## config.mk

```make
export PLATFORM = sky130hd
export DESIGN_NAME = acs_ram
export DESIGN_NICKNAME = d
export VERILOG_FILES = /design/src/hdl/acs_ram.sv
export SDC_FILE = /design/constraint.sdc
export NUM_CORES = 2
export LEC_CHECK = 0
export BUFFER_PORTS_ARGS = -buffer_cell sky130_fd_sc_hd__buf_2
export CORE_MARGIN = 2
export CORE_UTILIZATION = 29
export DETAILED_ROUTE_END_ITERATION = 10
export GPL_ROUTABILITY_DRIVEN = 0
export MAX_ROUTING_LAYER = met4
export RECOVER_POWER = 100
export SLEW_MARGIN = 20
export SYNTH_ARGS = -nofsm -noshare
export SYNTH_HDL_FRONTEND = slang
export SYNTH_SLANG_ARGS = --single-unit
```

## constraint.sdc

```tcl
create_clock -name clock -period 2.8 [get_ports clock]
set_input_delay 0.28 -clock clock [delete_from_list [all_inputs] [get_ports clock]]
set_output_delay 0.28 -clock clock [all_outputs]
set_load 0.02 [all_outputs]
```

## src/hdl/acs_ram.sv

```systemverilog
`default_nettype none

module acs_ram #(
   parameter int WIDTH = 8,
   parameter int DEPTH = 256
) (
   input  wire logic                     clock,
   input  wire logic                     wr_en,
   input  wire logic [$clog2(DEPTH)-1:0] wr_addr,
   input  wire logic [WIDTH-1:0]         wr_data,
   input  wire logic [$clog2(DEPTH)-1:0] rd_addr,
   output logic      [WIDTH-1:0]         rd_data
);

   logic [WIDTH-1:0] mem_ff [DEPTH];

   always_ff @(posedge clock) begin
      if (wr_en) begin
         mem_ff[wr_addr] <= wr_data;
      end
      rd_data <= mem_ff[rd_addr];
   end

endmodule

`default_nettype wire

```

Word level (Yosys, flattened, before mapping)
Memories as Yosys holds them, arrays and structs flattened. A register that Yosys moved wholly into a read port is not among the register bits.
Cells that the tools add are included.

word-level totals
  flip-flop bits (word level) = 0
  memory bits (writable) = 2048
  logic and storage cells = 3
  memories = 1

operators by class
  mux-type cells = 2

memories
  name    depth  width  read ports  clocked after memory_dff  write ports  RTL line  source
  mem_ff  256    8      1           1                         1            15        logic [WIDTH-1:0] mem_ff [DEPTH];

operators by type and width
  kind               count
  two-way mux 1 bit  2

Depth between registers and ports, before layout
  word-level depth = 2
  depth in mapped cells = 11
  gate-level depth less buffers = 6

Worst setup path after synthesis
OpenSTA, ideal clock, no wires.

  kind = input port to flip-flop
  from = input rd_addr[0]
  to = register rd_data[2] (read register of mem_ff)
  library setup time = 131 ps
  arrival time = 2087 ps
  required time = 2669 ps
  slack = 582 ps
  cell stages on the path = 9
  cell sequence = buf_6 -> buf_12 -> buf_8 -> buf_2 -> mux4_2 -> a22oi_1 -> a21oi_1 -> nor4_1 -> nor4_2

RTL lines
  element      RTL line  source
  from (decl)  11        input wire logic [$clog2(DEPTH)-1:0] rd_addr,
  to (decl)    12        output logic [WIDTH-1:0] rd_data

==> impl.org <==
** Timing
- For the final database, setup skew stands at 0.0244 ns.
- Setup repair after global routing left no endpoint under its margin.
- Measured slew at the worst slew-check pin :: roughly 3 ns
- F_max :: around 370 MHz
- Final Cycle Share :: between 90% and 100%
- The number of hold violations in the final report was 0.
- Time the worst path needs with I/O delays and setup :: 2.67 ns
- The max-slew violation count is around 860.
- In the post-route analysis, the smallest setup slack over all paths is about 0.13 ns.
- Slew headroom :: -99.5%
- Setup-failing EPs final :: 0

** Worst hold path
- Beginning of the worst hold path :: wr_addr[4]
- The worst hold path was traced through 4 stages.
- The path class of the tightest hold or removal check is input port to flip-flop.
- The worst hold path terminates at mem_ff[186][3].

** Yosys
- Most used standard cell by instance count after synthesis :: sky130_fd_sc_hd__edfxtp_1
- Post-synthesis cell area :: ~80000 um^2
- Of the total synthesized cell area, the portion taken by full adders, half adders and majority gates is 0%.
- Largest family of logic cells by synthesized area :: multiplexers
- By count the netlist is led by 2048 x sky130_fd_sc_hd__edfxtp_1, 454 x sky130_fd_sc_hd__mux4_2, 282 x sky130_fd_sc_hd__nor2_1, 134 x sky130_fd_sc_hd__mux2i_1, 133 x sky130_fd_sc_hd__a22oi_1.
- In the synthesized netlist the dominant register cell turns out to be sky130_fd_sc_hd__edfxtp_1.
- Synthesis produced between 3000 and 4000 cells.
- Summing the areas of all xor and xnor instances in the mapped netlist gives 0% of the synthesized area.
- After synthesis the netlist holds a flip-flop and latch count of approximately 2100.
- After Yosys synthesis, and, or, nand and nor cells account for 2.63% of the synthesized area.
- Counting distinct cell types in the post-synthesis netlist gives 55.
- Post-synth EDFFs :: roughly 2000
- Post-synthesis mux area share :: 14.6%
- The synthesized netlist devotes between 3 and 4% of its cell area to compound gates.
- Mapped Nets :: 3759
- Largest area contributor in the netlist :: sky130_fd_sc_hd__edfxtp_1
- Mean Syn Cell Area :: 21.3 um^2
- By area the synthesized netlist is led by sky130_fd_sc_hd__edfxtp_1 77%, sky130_fd_sc_hd__mux4_2 13%, sky130_fd_sc_hd__mux2i_1 1.7%.
- Number of warning messages in the yosys log :: 0
- For this run, the register share of the synthesized area comes to 77.5%.
- Proportion of synthesized flip-flops having asynchronous set or reset :: 0%
- The synthesized design devotes to its leading area cell type between 70% and 80% of total area.

** Drt
- In this run, the number of DRC markers left after iteration 0 of detailed routing was 5049.
- Count of vias placed by the detailed router :: around 40000
- Vias per cell :: between 5 and 6
- Number of optimization iterations in the first detailed-route pass :: 7
- Remaining antenna violation count :: 0
- Detailed-route DRC error count :: 0
- Summed over all layers, the routed wires come to about 210000 um.
- After detailed routing, the average wire length per cell comes to 25.8 um.

** Run status
- Run status :: finished with violations
- Violations in the final reports :: capacitance limit, slew limit

** Worst setup path
- At the worst endpoint, the required time is between 3 and 4 ns.
- Kind of end point of the critical path :: flip-flop
- The critical path in this run is classified as flip-flop to flip-flop.
- CP top delay family :: simple AND/OR/NAND/NOR gates
- Crit Reg-Reg Startpoint :: mem_ff[70][0]
- The number of buffers and inverters on the critical path is 1.
- Data arrives at the worst endpoint at roughly 3.4 ns.
- Logic depth of the worst register-to-register path :: 6
- CP cell instances :: mux4_2 > mux4_2 > nor2b_1 > nor4_1 > buf_4 > nor4_1
- Register-to-register path setup slack :: around 0.13 ns
- The worst register-to-register path ends at rd_data[0].
- In this run the worst path has a maximum fanout of 1.
- The slowest stage of the critical path is the sky130_fd_sc_hd__nor4_1 cell.
- For this run, the slowest stage of the critical path takes approximately 0.71 ns.
- Startpoint types :: flip-flop
- The critical path runs through a total of 6 cells.

** Global routing
- The initial antenna violation count is 23.
- Via count of the first global-routing pass :: ~41000
- Global-route wire length before repair :: around 300000 um
- Total global routing overflow :: 0
- Overall global routing resource usage :: roughly 15%
- Met1 global-route usage :: between 20% and 30%
- GRT met2 Usage :: between 20% and 30%
- Entering global routing, the biggest net connects 131 pins.
- In this run the most used layer during global routing was met2.
- For this run, global-route usage on met3 was measured as about 2.4%.

** Clock tree
- Skew-Pair Late Insertion Delay :: between 0.8 and 0.9 ns
- The clock passes through at most 3 buffers.
- Clock tree sinks :: roughly 2100
- Clock slew at reported path FFs :: about 0.060 ns
- In this run, CTS created clock tree buffers numbering approximately 200.
- TritonCTS built the clock tree.
- Root Buffer Master :: sky130_fd_sc_hd__clkbuf_16
- Post-CTS timing repair inserted 0 buffers for setup.
- Deepest level of the CTS H-tree :: 4

** Job
- The tool flagged a number of max-cap violations equal to 15.

** Floorplan
- After floorplanning, the core was sized to cover ~270000 um^2.
- Height of the die :: about 530 um
- In this run the count of I/O pins placed on the die edge is 34.
- Area of the die :: roughly 280000 um^2
- Die X :: approximately 530 um
- Starting Density :: 29.1%
- The floorplan has 192 rows.

** Power
- Of the total power, the share spent switching nets is 21.5%.
- Combinational cells account for 5.4% of the total power.
- Switching Power :: 13.6 mW
- Leakage power figure :: around 28 nW
- PD cells :: slightly below 700 nW/um^2
- The clock network accounts for between 40% and 50% of the total power.
- Sequential cells account for 53.8% of the total power.
- VDD sags by at most 0.000598 V.
- Cell internal power was estimated by the tool at ~50 mW.

** Place
- Detailed placement HPWL :: approximately 130000 um
- OpenSTA, run right after detailed placement, puts the worst setup slack at -0.566 ns.
- Port buffering added 33 buffers.
- In this run, placement finished with an instance count of 7663.

** Layout
- Number of filler instances in the final layout :: around 25000
- Nets@finish :: about 4300
- Syn-to-layout area delta :: 16.8%
- Fraction of final layout cells with drive strength greater than 1 :: 23.8%
- Count of non-filler cells in the finished layout :: slightly above 8000
[layout make-up]
class	count	area, um^2	share of cell area [%]
Sequential cell	2056	61700	66.4
Clock inverter	119	1060	1.14
Antenna cell	11	27.5	0.0296
Timing Repair Buffer	580	4020	4.32
Clock buffer	243	5170	5.56
Tap cell	3589	4490	4.83
Inverter	2	7.51	0.00808
Multi-Input combinational cell	1442	16500	17.7
[cell families (layout without fill, tap and decap cells)]
group                  count (synthesis)  count (layout)
AOI/OAI and AO/OA                    385             385
DFF                                 2056            2056
and+or+nand+nor                      466             466
muxes                                591             591
buffers and inverters                235             944
other                                  0              11
[what timing repair did]
action,4_1_cts,5_1_grt
gates resized for setup,1,0
endpoints found under the hold margin,292,0
hold buffers,6,0
setup endpoints to repair,1,0
[registers in the layout, indices dropped and copies added, names as in the netlist]
signal / flops
mem_ff: 2048
rd_data: 8
[worst max-delay path by stage]
stage | slack, ns | endpoint | from
6_report | 0.13 | rd_data[0] | mem_ff[70][0]
5_1_grt | 0.05 | mem_ff[236][1] | wr_data[1]
2_1_floorplan | 0.58 | rd_data[2] | rd_addr[0]
3_3_place_gp | -0.45 | rd_data[0] | rd_addr[0]
4_1_cts | 0.08 | rd_data[0] | mem_ff[70][0]
3_5_place_dp | -0.57 | rd_data[0] | rd_addr[0]
[power groups by stage]
stage / logic, mW / registers [mW] / clock network, mW
after floorplan: 1.65 / 34.6 / 0
after global placement: 3.42 / 34.6 / 0
after detailed placement: 3.46 / 34.6 / 0
after CTS: 3.48 / 34.0 / 26.3
after global routing: 3.58 / 34.0 / 27.4
final: 3.39 / 34.0 / 25.8
[placed cells by master, fill, tap and decap left out, types with 14 or more instances in the layout]
master	count
sky130_fd_sc_hd__o221ai_1	46
sky130_fd_sc_hd__bufinv_16	14
sky130_fd_sc_hd__nor2b_1	28
sky130_fd_sc_hd__nor2_1	279
sky130_fd_sc_hd__edfxtp_1	2048
sky130_fd_sc_hd__nor4_1	25
sky130_fd_sc_hd__clkinv_1	54
sky130_fd_sc_hd__clkinv_2	33
sky130_fd_sc_hd__a22oi_1	133
sky130_fd_sc_hd__mux4_2	454
sky130_fd_sc_hd__a21oi_1	96
sky130_fd_sc_hd__a221oi_1	14
sky130_fd_sc_hd__o22ai_1	28
sky130_fd_sc_hd__nor3_1	22
sky130_fd_sc_hd__clkbuf_1	298
sky130_fd_sc_hd__clkbuf_2	29
sky130_fd_sc_hd__mux2i_1	134
sky130_fd_sc_hd__clkbuf_16	200
sky130_fd_sc_hd__nand3_1	34
sky130_fd_sc_hd__a211oi_1	16
sky130_fd_sc_hd__buf_4	216
sky130_fd_sc_hd__buf_12	53
sky130_fd_sc_hd__nand2_1	33
[metrics by stage]
| stage | power [mW] | hold slack (ns) | utilization (%) | setup TNS [ns] | instance area, um^2 |
|---|---|---|---|---|---|
| 5_1_grt | 65.0 | 0.226 | 34.0 | 0 | 92900 |
| 4_1_cts | 63.7 | 0.0144 | 34.4 | 0 | 94000 |
| 6_report | 63.2 | 0.224 | 34.0 | 0 | 92900 |
| 3_3_place_gp | 38.1 | 0.688 | 32.1 | -2.28 | 87800 |
| 2_1_floorplan | 36.3 | 0.379 | - | 0 | 79600 |
| 3_5_place_dp | 38.1 | 0.703 | 32.1 | -2.43 | 87800 |
[worst reg2reg max path: stages, from the launching register on]
cell	delay (ns)
sky130_fd_sc_hd__edfxtp_1	0.38
sky130_fd_sc_hd__mux4_2	0.48
sky130_fd_sc_hd__mux4_2	0.47
sky130_fd_sc_hd__nor2b_1	0.21
sky130_fd_sc_hd__nor4_1	0.71
sky130_fd_sc_hd__buf_4	0.23
sky130_fd_sc_hd__nor4_1	0.05
[layer usage]
layer	routed length [um]	up-vias
li1	-	16839
met2	100000	1610
met1	86700	21723
met4	5250	0
met3	15200	306
met5	0	-
No activity file was read; power rests on OpenSTA's default activity.
