**src/hdl/acs_pkg.sv**
```systemverilog
`default_nettype none

package acs_pkg;

   localparam int MEM_ADDR_BITS = 16;
   localparam int MEM_DEPTH     = 1 << MEM_ADDR_BITS;

   typedef enum logic [1:0] {
      OP_WRITE   = 2'd0,
      OP_EXEC    = 2'd1,
      OP_RESTART = 2'd2,
      OP_NONE    = 2'd3
   } operation_type;

   localparam logic [6:0] U_NOT = 7'd12;
   localparam logic [6:0] U_ASL = 7'd14;
   localparam logic [6:0] U_ASR = 7'd15;
   localparam logic [6:0] U_ROL = 7'd16;
   localparam logic [6:0] U_ROR = 7'd17;

   localparam logic [4:0] IO_IN_INT  = 5'd6;
   localparam logic [4:0] IO_OUT_INT = 5'd7;
   localparam logic [4:0] IO_IN_CHR  = 5'd9;
   localparam logic [4:0] IO_OUT_CHR = 5'd10;

   localparam logic [3:0] A_ADD = 4'd7;
   localparam logic [3:0] A_SUB = 4'd8;
   localparam logic [3:0] A_AND = 4'd9;
   localparam logic [3:0] A_OR  = 4'd10;
   localparam logic [3:0] A_RSV = 4'd11;
   localparam logic [3:0] A_LDW = 4'd12;
   localparam logic [3:0] A_LDB = 4'd13;
   localparam logic [3:0] A_STW = 4'd14;
   localparam logic [3:0] A_STB = 4'd15;

   typedef enum logic [3:0] {
      INS_UNARY,
      INS_IN_INT,
      INS_OUT_INT,
      INS_IN_CHR,
      INS_OUT_CHR,
      INS_ALU,
      INS_ST_WORD,
      INS_ST_BYTE,
      INS_STOP
   } ins_type;

   typedef struct packed {
      ins_type ins;
      logic    imm;
      logic    rd_mem;
      logic    rd_word;
      logic    byte_opnd;
   } dec_type;

   typedef struct packed {
      logic [15:0] acc;
      logic [15:0] idx;
      logic [15:0] pc;
      logic        carry;
      logic        halt;
      logic        wr_en;
      logic        wr_word;
      logic [15:0] wr_data;
      logic        taken;
      logic        ovalid;
      logic        ochar;
      logic [15:0] oval;
   } exec_res_type;

   typedef enum logic [3:0] {
      ST_IDLE,
      ST_FA,
      ST_FB,
      ST_FC,
      ST_DEC,
      ST_RDH,
      ST_RDL,
      ST_EXE,
      ST_WR2,
      ST_DONE
   } state_type;

   function automatic dec_type acs_decode(input logic [7:0] spec);
      dec_type    d;
      logic [6:0] h7;
      logic [4:0] h5;
      logic [3:0] h4;
      h7 = spec[7:1];
      h5 = spec[7:3];
      h4 = spec[7:4];
      d.imm = (spec[2:0] == 3'b000);
      if (h7 == U_NOT || h7 == U_ASL || h7 == U_ASR || h7 == U_ROL || h7 == U_ROR) begin
         d.ins = INS_UNARY;
      end else if (h5 == IO_IN_INT) begin
         d.ins = INS_IN_INT;
      end else if (h5 == IO_OUT_INT) begin
         d.ins = INS_OUT_INT;
      end else if (h5 == IO_IN_CHR) begin
         d.ins = INS_IN_CHR;
      end else if (h5 == IO_OUT_CHR) begin
         d.ins = INS_OUT_CHR;
      end else if (h4 >= A_ADD && h4 != A_RSV) begin
         if (h4 == A_STW) begin
            d.ins = INS_ST_WORD;
         end else if (h4 == A_STB) begin
            d.ins = INS_ST_BYTE;
         end else begin
            d.ins = INS_ALU;
         end
      end else begin
         d.ins = INS_STOP;
      end
      d.byte_opnd = (d.ins == INS_OUT_CHR) || (d.ins == INS_ALU && h4 == A_LDB);
      d.rd_mem    = !d.imm && (d.ins == INS_OUT_INT || d.ins == INS_OUT_CHR ||
                               d.ins == INS_ALU);
      d.rd_word   = !d.byte_opnd;
      return d;
   endfunction

endpackage

`default_nettype wire

```
**src/hdl/acs_exec.sv**
```systemverilog
`default_nettype none

module acs_exec (
   input  wire logic [7:0]           spec,
   input  wire acs_pkg::dec_type     dec,
   input  wire logic [15:0]          operand,
   input  wire logic [15:0]          acc,
   input  wire logic [15:0]          idx,
   input  wire logic [15:0]          pc,
   input  wire logic                 carry,
   input  wire logic [15:0]          console,
   output acs_pkg::exec_res_type     res
);

   import acs_pkg::*;

   logic        sel_x;
   logic [15:0] r;
   logic [15:0] nr;
   logic [16:0] sum;

   always_comb begin
      sel_x = (dec.ins == INS_UNARY) ? spec[0] : spec[3];
      r     = sel_x ? idx : acc;
      nr    = r;
      sum   = 17'd0;

      res.acc     = acc;
      res.idx     = idx;
      res.pc      = pc + 16'd3;
      res.carry   = carry;
      res.halt    = 1'b0;
      res.wr_en   = 1'b0;
      res.wr_word = 1'b0;
      res.wr_data = r;
      res.taken   = 1'b0;
      res.ovalid  = 1'b0;
      res.ochar   = 1'b0;
      res.oval    = 16'd0;

      case (dec.ins)
         INS_UNARY: begin
            res.pc = pc + 16'd1;
            case (spec[7:1])
               U_NOT: begin
                  nr = ~r;
               end
               U_ASL: begin
                  nr        = {r[14:0], 1'b0};
                  res.carry = r[15];
               end
               U_ASR: begin
                  nr        = {r[15], r[15:1]};
                  res.carry = r[0];
               end
               U_ROL: begin
                  nr        = {r[14:0], carry};
                  res.carry = r[15];
               end
               U_ROR: begin
                  nr        = {carry, r[15:1]};
                  res.carry = r[0];
               end
               default: begin
                  nr = r;
               end
            endcase
         end
         INS_IN_INT: begin
            res.wr_en   = 1'b1;
            res.wr_word = 1'b1;
            res.wr_data = console;
            res.taken   = 1'b1;
         end
         INS_IN_CHR: begin
            res.wr_en   = 1'b1;
            res.wr_data = console;
            res.taken   = 1'b1;
         end
         INS_OUT_INT: begin
            res.ovalid = 1'b1;
            res.oval   = operand;
         end
         INS_OUT_CHR: begin
            res.ovalid = 1'b1;
            res.ochar  = 1'b1;
            res.oval   = operand;
         end
         INS_ALU: begin
            case (spec[7:4])
               A_ADD: begin
                  sum       = {1'b0, r} + {1'b0, operand};
                  nr        = sum[15:0];
                  res.carry = sum[16];
               end
               A_SUB: begin
                  sum       = {1'b0, r} + {1'b0, ~operand} + 17'd1;
                  nr        = sum[15:0];
                  res.carry = sum[16];
               end
               A_AND: begin
                  nr = r & operand;
               end
               A_OR: begin
                  nr = r | operand;
               end
               A_LDW: begin
                  nr = operand;
               end
               A_LDB: begin
                  nr = {r[15:8], operand[7:0]};
               end
               default: begin
                  nr = r;
               end
            endcase
         end
         INS_ST_WORD: begin
            res.wr_en   = 1'b1;
            res.wr_word = 1'b1;
         end
         INS_ST_BYTE: begin
            res.wr_en = 1'b1;
         end
         default: begin
            res.pc   = pc + 16'd1;
            res.halt = 1'b1;
         end
      endcase

      if (sel_x) begin
         res.idx = nr;
      end else begin
         res.acc = nr;
      end
   end

endmodule

`default_nettype wire

```
**config.mk**
```make
export PLATFORM = sky130hd
export DESIGN_NAME = acs_exec
export DESIGN_NICKNAME = d
export VERILOG_FILES = /design/src/hdl/acs_pkg.sv /design/src/hdl/acs_exec.sv
export SDC_FILE = /design/constraint.sdc
export NUM_CORES = 1
export LEC_CHECK = 0
export BUFFER_PORTS_ARGS = -buffer_cell sky130_fd_sc_hd__buf_2
export CAP_MARGIN = 0
export CELL_PAD_IN_SITES_DETAIL_PLACEMENT = 0
export CELL_PAD_IN_SITES_GLOBAL_PLACEMENT = 1
export CORE_UTILIZATION = 34
export DETAILED_ROUTE_END_ITERATION = 10
export GPL_TIMING_DRIVEN = 0
export PLACE_DENSITY_LB_ADDON = 0.1
export SYNTH_ARGS = -nofsm -noshare
export SYNTH_HDL_FRONTEND = slang
export SYNTH_SLANG_ARGS = --single-unit
```
**constraint.sdc**
```tcl
create_clock -name vclk -period 5
set_clock_uncertainty 0.2 [all_clocks]
set_input_delay 0 -clock vclk [all_inputs]
set_output_delay 0 -clock vclk [all_outputs]
set_load 0.01 [all_outputs]
```
# Yosys cells after proc, flatten, opt, wreduce, memory -nomap -nowiden
# Index checks and enable logic that the tools add are counted.
# word_totals
ff_bits,0
wordCells,54
# op_classes
n_eq_ne,18
n_reduce_logical,9
muxes,18
addsub,5
bitwise_logic,4
# ops
cell,n
one-hot mux 16 bit (6 select lines),1
2-to-1 mux 16 bit,5
one-hot mux 16 bit (5 select lines),1
adder 16 x 16 -> 17 bit,2
NOT 16 bit,2
one-hot mux 16 bit (2 select lines),1
"== test 7 x 4 -> 1 bit, second input constant",3
"== test 4 x 3 -> 1 bit, second input constant",5
"== test 4 bit, second input constant",5
"adder 17 x 1 -> 17 bit, second input constant",1
2-to-1 mux 17 bit,1
"adder 16 x 1 -> 16 bit, second input constant",1
"adder 16 x 2 -> 16 bit, second input constant",1
bitwise AND 16 bit,1
OR 16 bit,1
"== test 7 x 5 -> 1 bit, second input constant",2
OR reduction 2 bit,5
"== test 4 x 2 -> 1 bit, second input constant",2
OR reduction 8 bit,1
OR reduction 7 bit,1
2-to-1 mux 1 bit,6
one-hot mux 1 bit (2 select lines),3
"== test 4 x 1 -> 1 bit, second input constant",1
logical NOT 4 bit,1
OR reduction 4 bit,1

# Logic depth before layout (Yosys ltp)
# Gate-level depths: netlist of the first run.
# logic_depth
depth_word,8
depth_mapped,18
depth_no_buf,15

# Worst setup path after synthesis of the first run
# OpenSTA, ideal clock, no wires.
# synth_path
path_type,input to output
startpoint,in dec[5] in the netlist's numbering
endpoint,out res[69] in the netlist's numbering
cell_stages,17
required_ns,4.800
path_slack_ns,1.138
t_arrival_ns,3.662
n_path_buf,2
cell_sequence,buf_6 -> nor4_4 -> a21o_1 -> buf_2 -> mux2i_1 -> inv_1 -> ha_1 -> fa_1 -> nor2b_1 -> o21ai_0 -> a31oi_1 -> nor2_1 -> o221ai_1 -> xnor2_1 -> o211ai_1 -> o21ai_0 -> a21oi_1
# synth_lines
item,line,source
from (decl),acs_exec.sv:5,"input wire acs_pkg::dec_type dec,"
to (decl),acs_exec.sv:12,output acs_pkg::exec_res_type res

==> results_dict.tcl, run 1 <==
set metrics [dict create \
    synth_common_cells "nor2_1 (91), a21oi_1 (87), nand2_1 (71)" \
    drt_iter0_markers 579 \
    die_h_um 117 \
    syn_to_final_growth_pct 25.1 \
    synthDominantCellAreaShare 0.135 \
    gp_congestion 0.969 \
    grt_pass1_wl_um 33000 \
    p_seq_frac 0 \
    drt.antenna.violating_nets 0 \
    max_freq_mhz 209 \
    antenna_cells 0 \
    hp-class "input port to output pin" \
    cap_violations 1 \
    drive_above_1_share 0.218 \
    yosys.area.top_type "ha_1" \
    swShare 0.638 \
    p_comb_frac 1.000 \
    met1_length_um 9360 \
    cp-end-kind "output pin" \
    rows 41 \
    wl_per_cell_um 20.1 \
    grt_max_degree 11 \
    yosysUniqueCellTypes 65 \
    rsz0062_at_grt "false" \
    yosysWarnings 0 \
    viasPerCell 5.90 \
    routed.top_layer "met4" \
    tightest_slew_ns 1.49 \
    start_kind "input port" \
    initial_core_util 0.353 \
    wl_um 22000 \
    setup_viol 0 \
    synth_most_common_cell "nor2_1" \
    met3_length_um 1250 \
    die_width_um 117 \
    io_buffers 175 \
    vias 6444 \
    clkbuf_count 0 \
    finalSetupTns_ns 0 \
    register_area_um2 0 \
    syn_avg_cell_area_um2 6.09 \
    fin_nets 1072 \
    synth_cells 744 \
    utilization 0.442 \
    status "finished, violations left" \
    dr_wl_met2_um 11100 \
    drv_slew 0 \
    leakagePower_nw 2.62 \
    first_pass_iters 5 \
    required_ns 4.80 \
    grt_pass1_vias 5874 \
    hpwlAfterDp_um 18100 \
    nFlopsAndLatches 0 \
    hold-worst-slack_ns 0.0704 \
    crit_arrival_ns 4.58 \
    syn_area_mm2 0.00453 \
    power_density_mw_per_mm2 122 \
    fillers 1461 \
    hold_viol_final 0 \
    yosys-top-cells-area "ha_1 (14%), a21oi_1 (9.6%), nor2_1 (7.5%)" \
    min_period_ns 4.78 \
    path_class "input port to output pin" \
    clock_power_share 0 \
    synth_nets 893 \
    antenna_found_initial 0 \
    io_pins 184 \
    p_switching_w 0.000442 \
    slew_headroom 0.00193 \
    ctsHoldBuffers 0 \
    intPower_w 0.000250 \
    ir_worst_vdd_v 0.0000557 \
    die_area_mm2 0.0138 \
    core_region_area_mm2 0.0128 \
    fin_crit_sh 0.955 \
    overflow 0 \
    post-route-drc-count 0 \
    ys_seq_area_frac 0 \
    grtUsageTotal 0.297 \
    cp_max_fo 10 \
    violations "capacitance limit" \
]
placed cells by master, fill, tap and decap left out, drive strengths merged, types with 11 or more instances in the layout:
cell type,n
nor2,91
buf,186
nor4,18
ha,49
o21ai,63
nand2,71
nor3,14
a22oi,11
a221oi,12
a31oi,17
mux2i,12
nand2b,14
xnor2,15
a21o,11
o22ai,12
a21oi,87
nand3,16
nor2b,11
inv,54
clkbuf,44
critical path, stage by stage:
cell and delay, ns:
clkbuf_2 0.16, o41a_1 0.53, a21oi_2 0.27, buf_4 0.28, buf_2 0.27, nand2_1 0.08, nand2_1 0.25, inv_1 0.22
fa_1 0.46, nand2b_1 0.20, a21oi_1 0.23, o41a_1 0.22, a21oi_1 0.16, a211o_1 0.32, o21ai_0 0.33, o21ai_0 0.16
nand2_1 0.16, a31oi_1 0.10, buf_2 0.18
power groups by stage:
stage / clock, W / sequential [W] / combinational [W]
global route: 0 / 0 / 0.000743
finish: 0 / 0 / 0.000692
detailed placement: 0 / 0 / 0.000669
floorplan: 0 / 0 / 0.000422
CTS: 0 / 0 / 0.000676
global placement: 0 / 0 / 0.000662
layer usage:
layer,GRT usage,up-vias
met5,0,-
met4,0.0544,0
met3,0.0146,22
met2,0.551,276
met1,0.378,3071
li1,-,3075
worst paths after layout:
path,startpoint,slack [ns],cells past startpoint,endpoint
worst max-delay path,dec[7],0.22,19,res[67]
worst min-delay path,pc[15],0.07,3,res[54]
final cells by class:
type / instances / area, um2 / share of cell area
inverters: 54 / 203 / 0.0358
well taps: 172 / 215 / 0.0380
plain buffers: 53 / 216 / 0.0382
repair buffers: 177 / 891 / 0.157
multi-input cells: 637 / 4140 / 0.731
what timing repair did:
item | in CTS | in global routing
buffers inserted | 1 | 1
resized for setup | 4 | 7
pin swaps | 1 | 2
setup endpoints to repair | 16 | 16
logic make-up after synthesis:
group / count (synthesis) / synth area share
compound gates: 282 / 0.403
mux: 14 / 0.0315
buf+inv: 107 / 0.0923
fa+ha+maj: 52 / 0.149
xor+xnor: 23 / 0.0445
simple gates: 266 / 0.280
through the flow:
| step | cells | area (um2) | power [W] | worst slack (ns) |
|---|---|---|---|---|
| 6_report | 1093 | 5660 | 0.000692 | 0.225 |
| 5_1_grt | 1093 | 5660 | 0.000743 | 0.0115 |
| 4_1_cts | 1092 | 5650 | 0.000676 | 0.00736 |
| 3_5_place_dp | 1091 | 5620 | 0.000669 | -0.246 |
| 3_3_place_gp | 1091 | 5620 | 0.000662 | -0.270 |
| 2_1_floorplan | 744 | 4530 | 0.000422 | 1.14 |
Power figures use the tool's default switching activity.
==> run 2: changes to the inputs <==
CELL_PAD_IN_SITES_DETAIL_PLACEMENT = default   (was 0)
CELL_PAD_IN_SITES_GLOBAL_PLACEMENT = default   (was 1)
CORE_UTILIZATION = 50   (was 34)
PLACE_DENSITY = 0.82   (was default)
PLACE_DENSITY_LB_ADDON = default   (was 0.1)
SETUP_SLACK_MARGIN = 0.3   (was default)
==> run 2 against run 1 <==
  * The flow now finishes without violations
  * Cell count fell by 5.8%
  * Total power decreased by 2.0%
  * Design area shrank 0.33%
  * Setup slack better by 0.24 ns
  * Worst hold slack lost 0.00072 ns
  * Largest cell class unchanged
  * Highest routed layer unchanged
==> results_dict.tcl, run 2 (synthesis gave the netlist of run 1 again) <==
set metrics [dict create \
    status "complete, no violations" \
    min_period_ns 4.54 \
    drv_slew 0 \
    overflow 0 \
    hold_viol_final 0 \
    register_area_um2 0 \
    grtUsageTotal 0.370 \
    p_seq_frac 0 \
    max_freq_mhz 220 \
    layout_commonest_cell "buf_2" \
    clkbuf_count 0 \
    slew_headroom 0.150 \
    dp.cells 1027 \
    initial_core_util 0.517 \
    nFlopsAndLatches 0 \
    utilization 0.644 \
    ctsHoldBuffers 0 \
    core_region_area_mm2 0.00876 \
    wl_um 18600 \
    gp_congestion 0.999 \
    rsz0062_at_grt "true" \
    hp-class "input port to output pin" \
    intPower_w 0.000254 \
    start_kind "input port" \
    instances_no_fill 1030 \
    die_h_um 97.2 \
    leakagePower_nw 2.63 \
    fillers 878 \
    setup_viol 0 \
    cap_violations 0 \
    ir_worst_vdd_v 0.0000771 \
    path_class "input port to output pin" \
    crit_arrival_ns 4.34 \
    die_area_mm2 0.00944 \
    drive_above_1_share 0.226 \
    grt_max_degree 11 \
    vias 6646 \
    p_comb_frac 1.000 \
    grt_pass1_wl_um 29000 \
    viasPerCell 6.45 \
    grt_pass1_vias 5767 \
    antenna_found_initial 0 \
    fin_nets 1073 \
    syn_to_final_growth_pct 24.7 \
    fin_ws_ns 0.464 \
    first_pass_iters 6 \
    antenna_cells 0 \
    cp-end-kind "output pin" \
    clock_power_share 0 \
    multi_input_area_mm2 0.00419 \
    post-route-drc-count 0 \
    rows 34 \
    p_switching_w 0.000424 \
    pre_cts_slack_ns 0.00481 \
    io_pins 184 \
    hpwlAfterDp_um 15000 \
    required_ns 4.80 \
    power_density_mw_per_mm2 120 \
    drt_iter0_markers 762 \
    die_width_um 97.2 \
    wl_per_cell_um 18.1 \
    io_buffers 175 \
    fin_crit_sh 0.907 \
    swShare 0.625 \
    cp_max_fo 10 \
    drt.antenna.violating_nets 0 \
    tightest_slew_ns 1.27 \
    layout_common_cells "buf_2 (179), nor2_1 (91), a21oi_1 (86)" \
]
[run 2: cell count changes in the layout (fill, tap and decap cells not counted), moves of 2 or more]
cell | previous run | this run
a2111oi_1 | 0 | 2
mux2i_4 | 1 | 3
o21ai_1 | 3 | 7
a2111oi_0 | 4 | 2
o21ai_0 | 60 | 56
[run 2: worst paths after layout]
kind	from	endpoint	slack (ns)	depth (start not counted)
max	dec[7]	res[84]	0.46	17
min	pc[15]	res[54]	0.07	3
[run 2: worst max-delay path, stage by stage]
cell	delay, ns
clkbuf_1	0.17
o41a_1	0.51
a21oi_2	0.26
buf_4	0.30
mux2i_4	0.39
inv_1	0.15
ha_1	0.44
nor2b_1	0.08
o21bai_1	0.33
a21boi_0	0.22
o21bai_2	0.26
nand2_1	0.15
a21oi_1	0.23
mux2i_1	0.11
o21ai_0	0.41
a31oi_1	0.15
buf_2	0.17
[run 2: per-stage QoR]
stage / hold slack (ns) / setup TNS [ns] / area, um2 / total power (W)
CTS: 0.0721 / 0 / 5560 / 0.000646
global route: 0.0870 / 0 / 5650 / 0.000733
floorplan: -0.156 / 0 / 4530 / 0.000422
finish: 0.0697 / 0 / 5650 / 0.000678
detailed placement: 0.0716 / 0 / 5540 / 0.000641
global placement: 0.0681 / -0.203 / 5540 / 0.000638
[run 2: metal layers]
metal	part of all wire	wire, um	up-vias	GRT usage
met4	0.042	774	0	0.132
li1	-	-	3085	-
met1	0.39	7260	3007	0.483
met3	0.12	2160	76	0.0561
met2	0.45	8450	478	0.613
met5	0	0	-	0
[run 2: what timing repair did]
action | in CTS | in global routing
hold endpoints to repair | 0 | 0
pin swaps | 1 | 2
endpoints found under the setup margin | 21 | 21
resized for setup | 6 | 18
buffers inserted | 1 | 2
[run 2: area by class of cell]
cell class / count / area share
buffer: 53 / 0.0381
inverter: 54 / 0.0359
multi-input combinational: 637 / 0.743
tap: 108 / 0.0239
timing repair buffer: 178 / 0.159
[run 2: power groups by stage]
stage	sequential, W	combinational (W)	clock (W)
2_1_floorplan	0	0.000422	0
3_3_place_gp	0	0.000638	0
3_5_place_dp	0	0.000641	0
4_1_cts	0	0.000646	0
5_1_grt	0	0.000733	0
6_report	0	0.000678	0
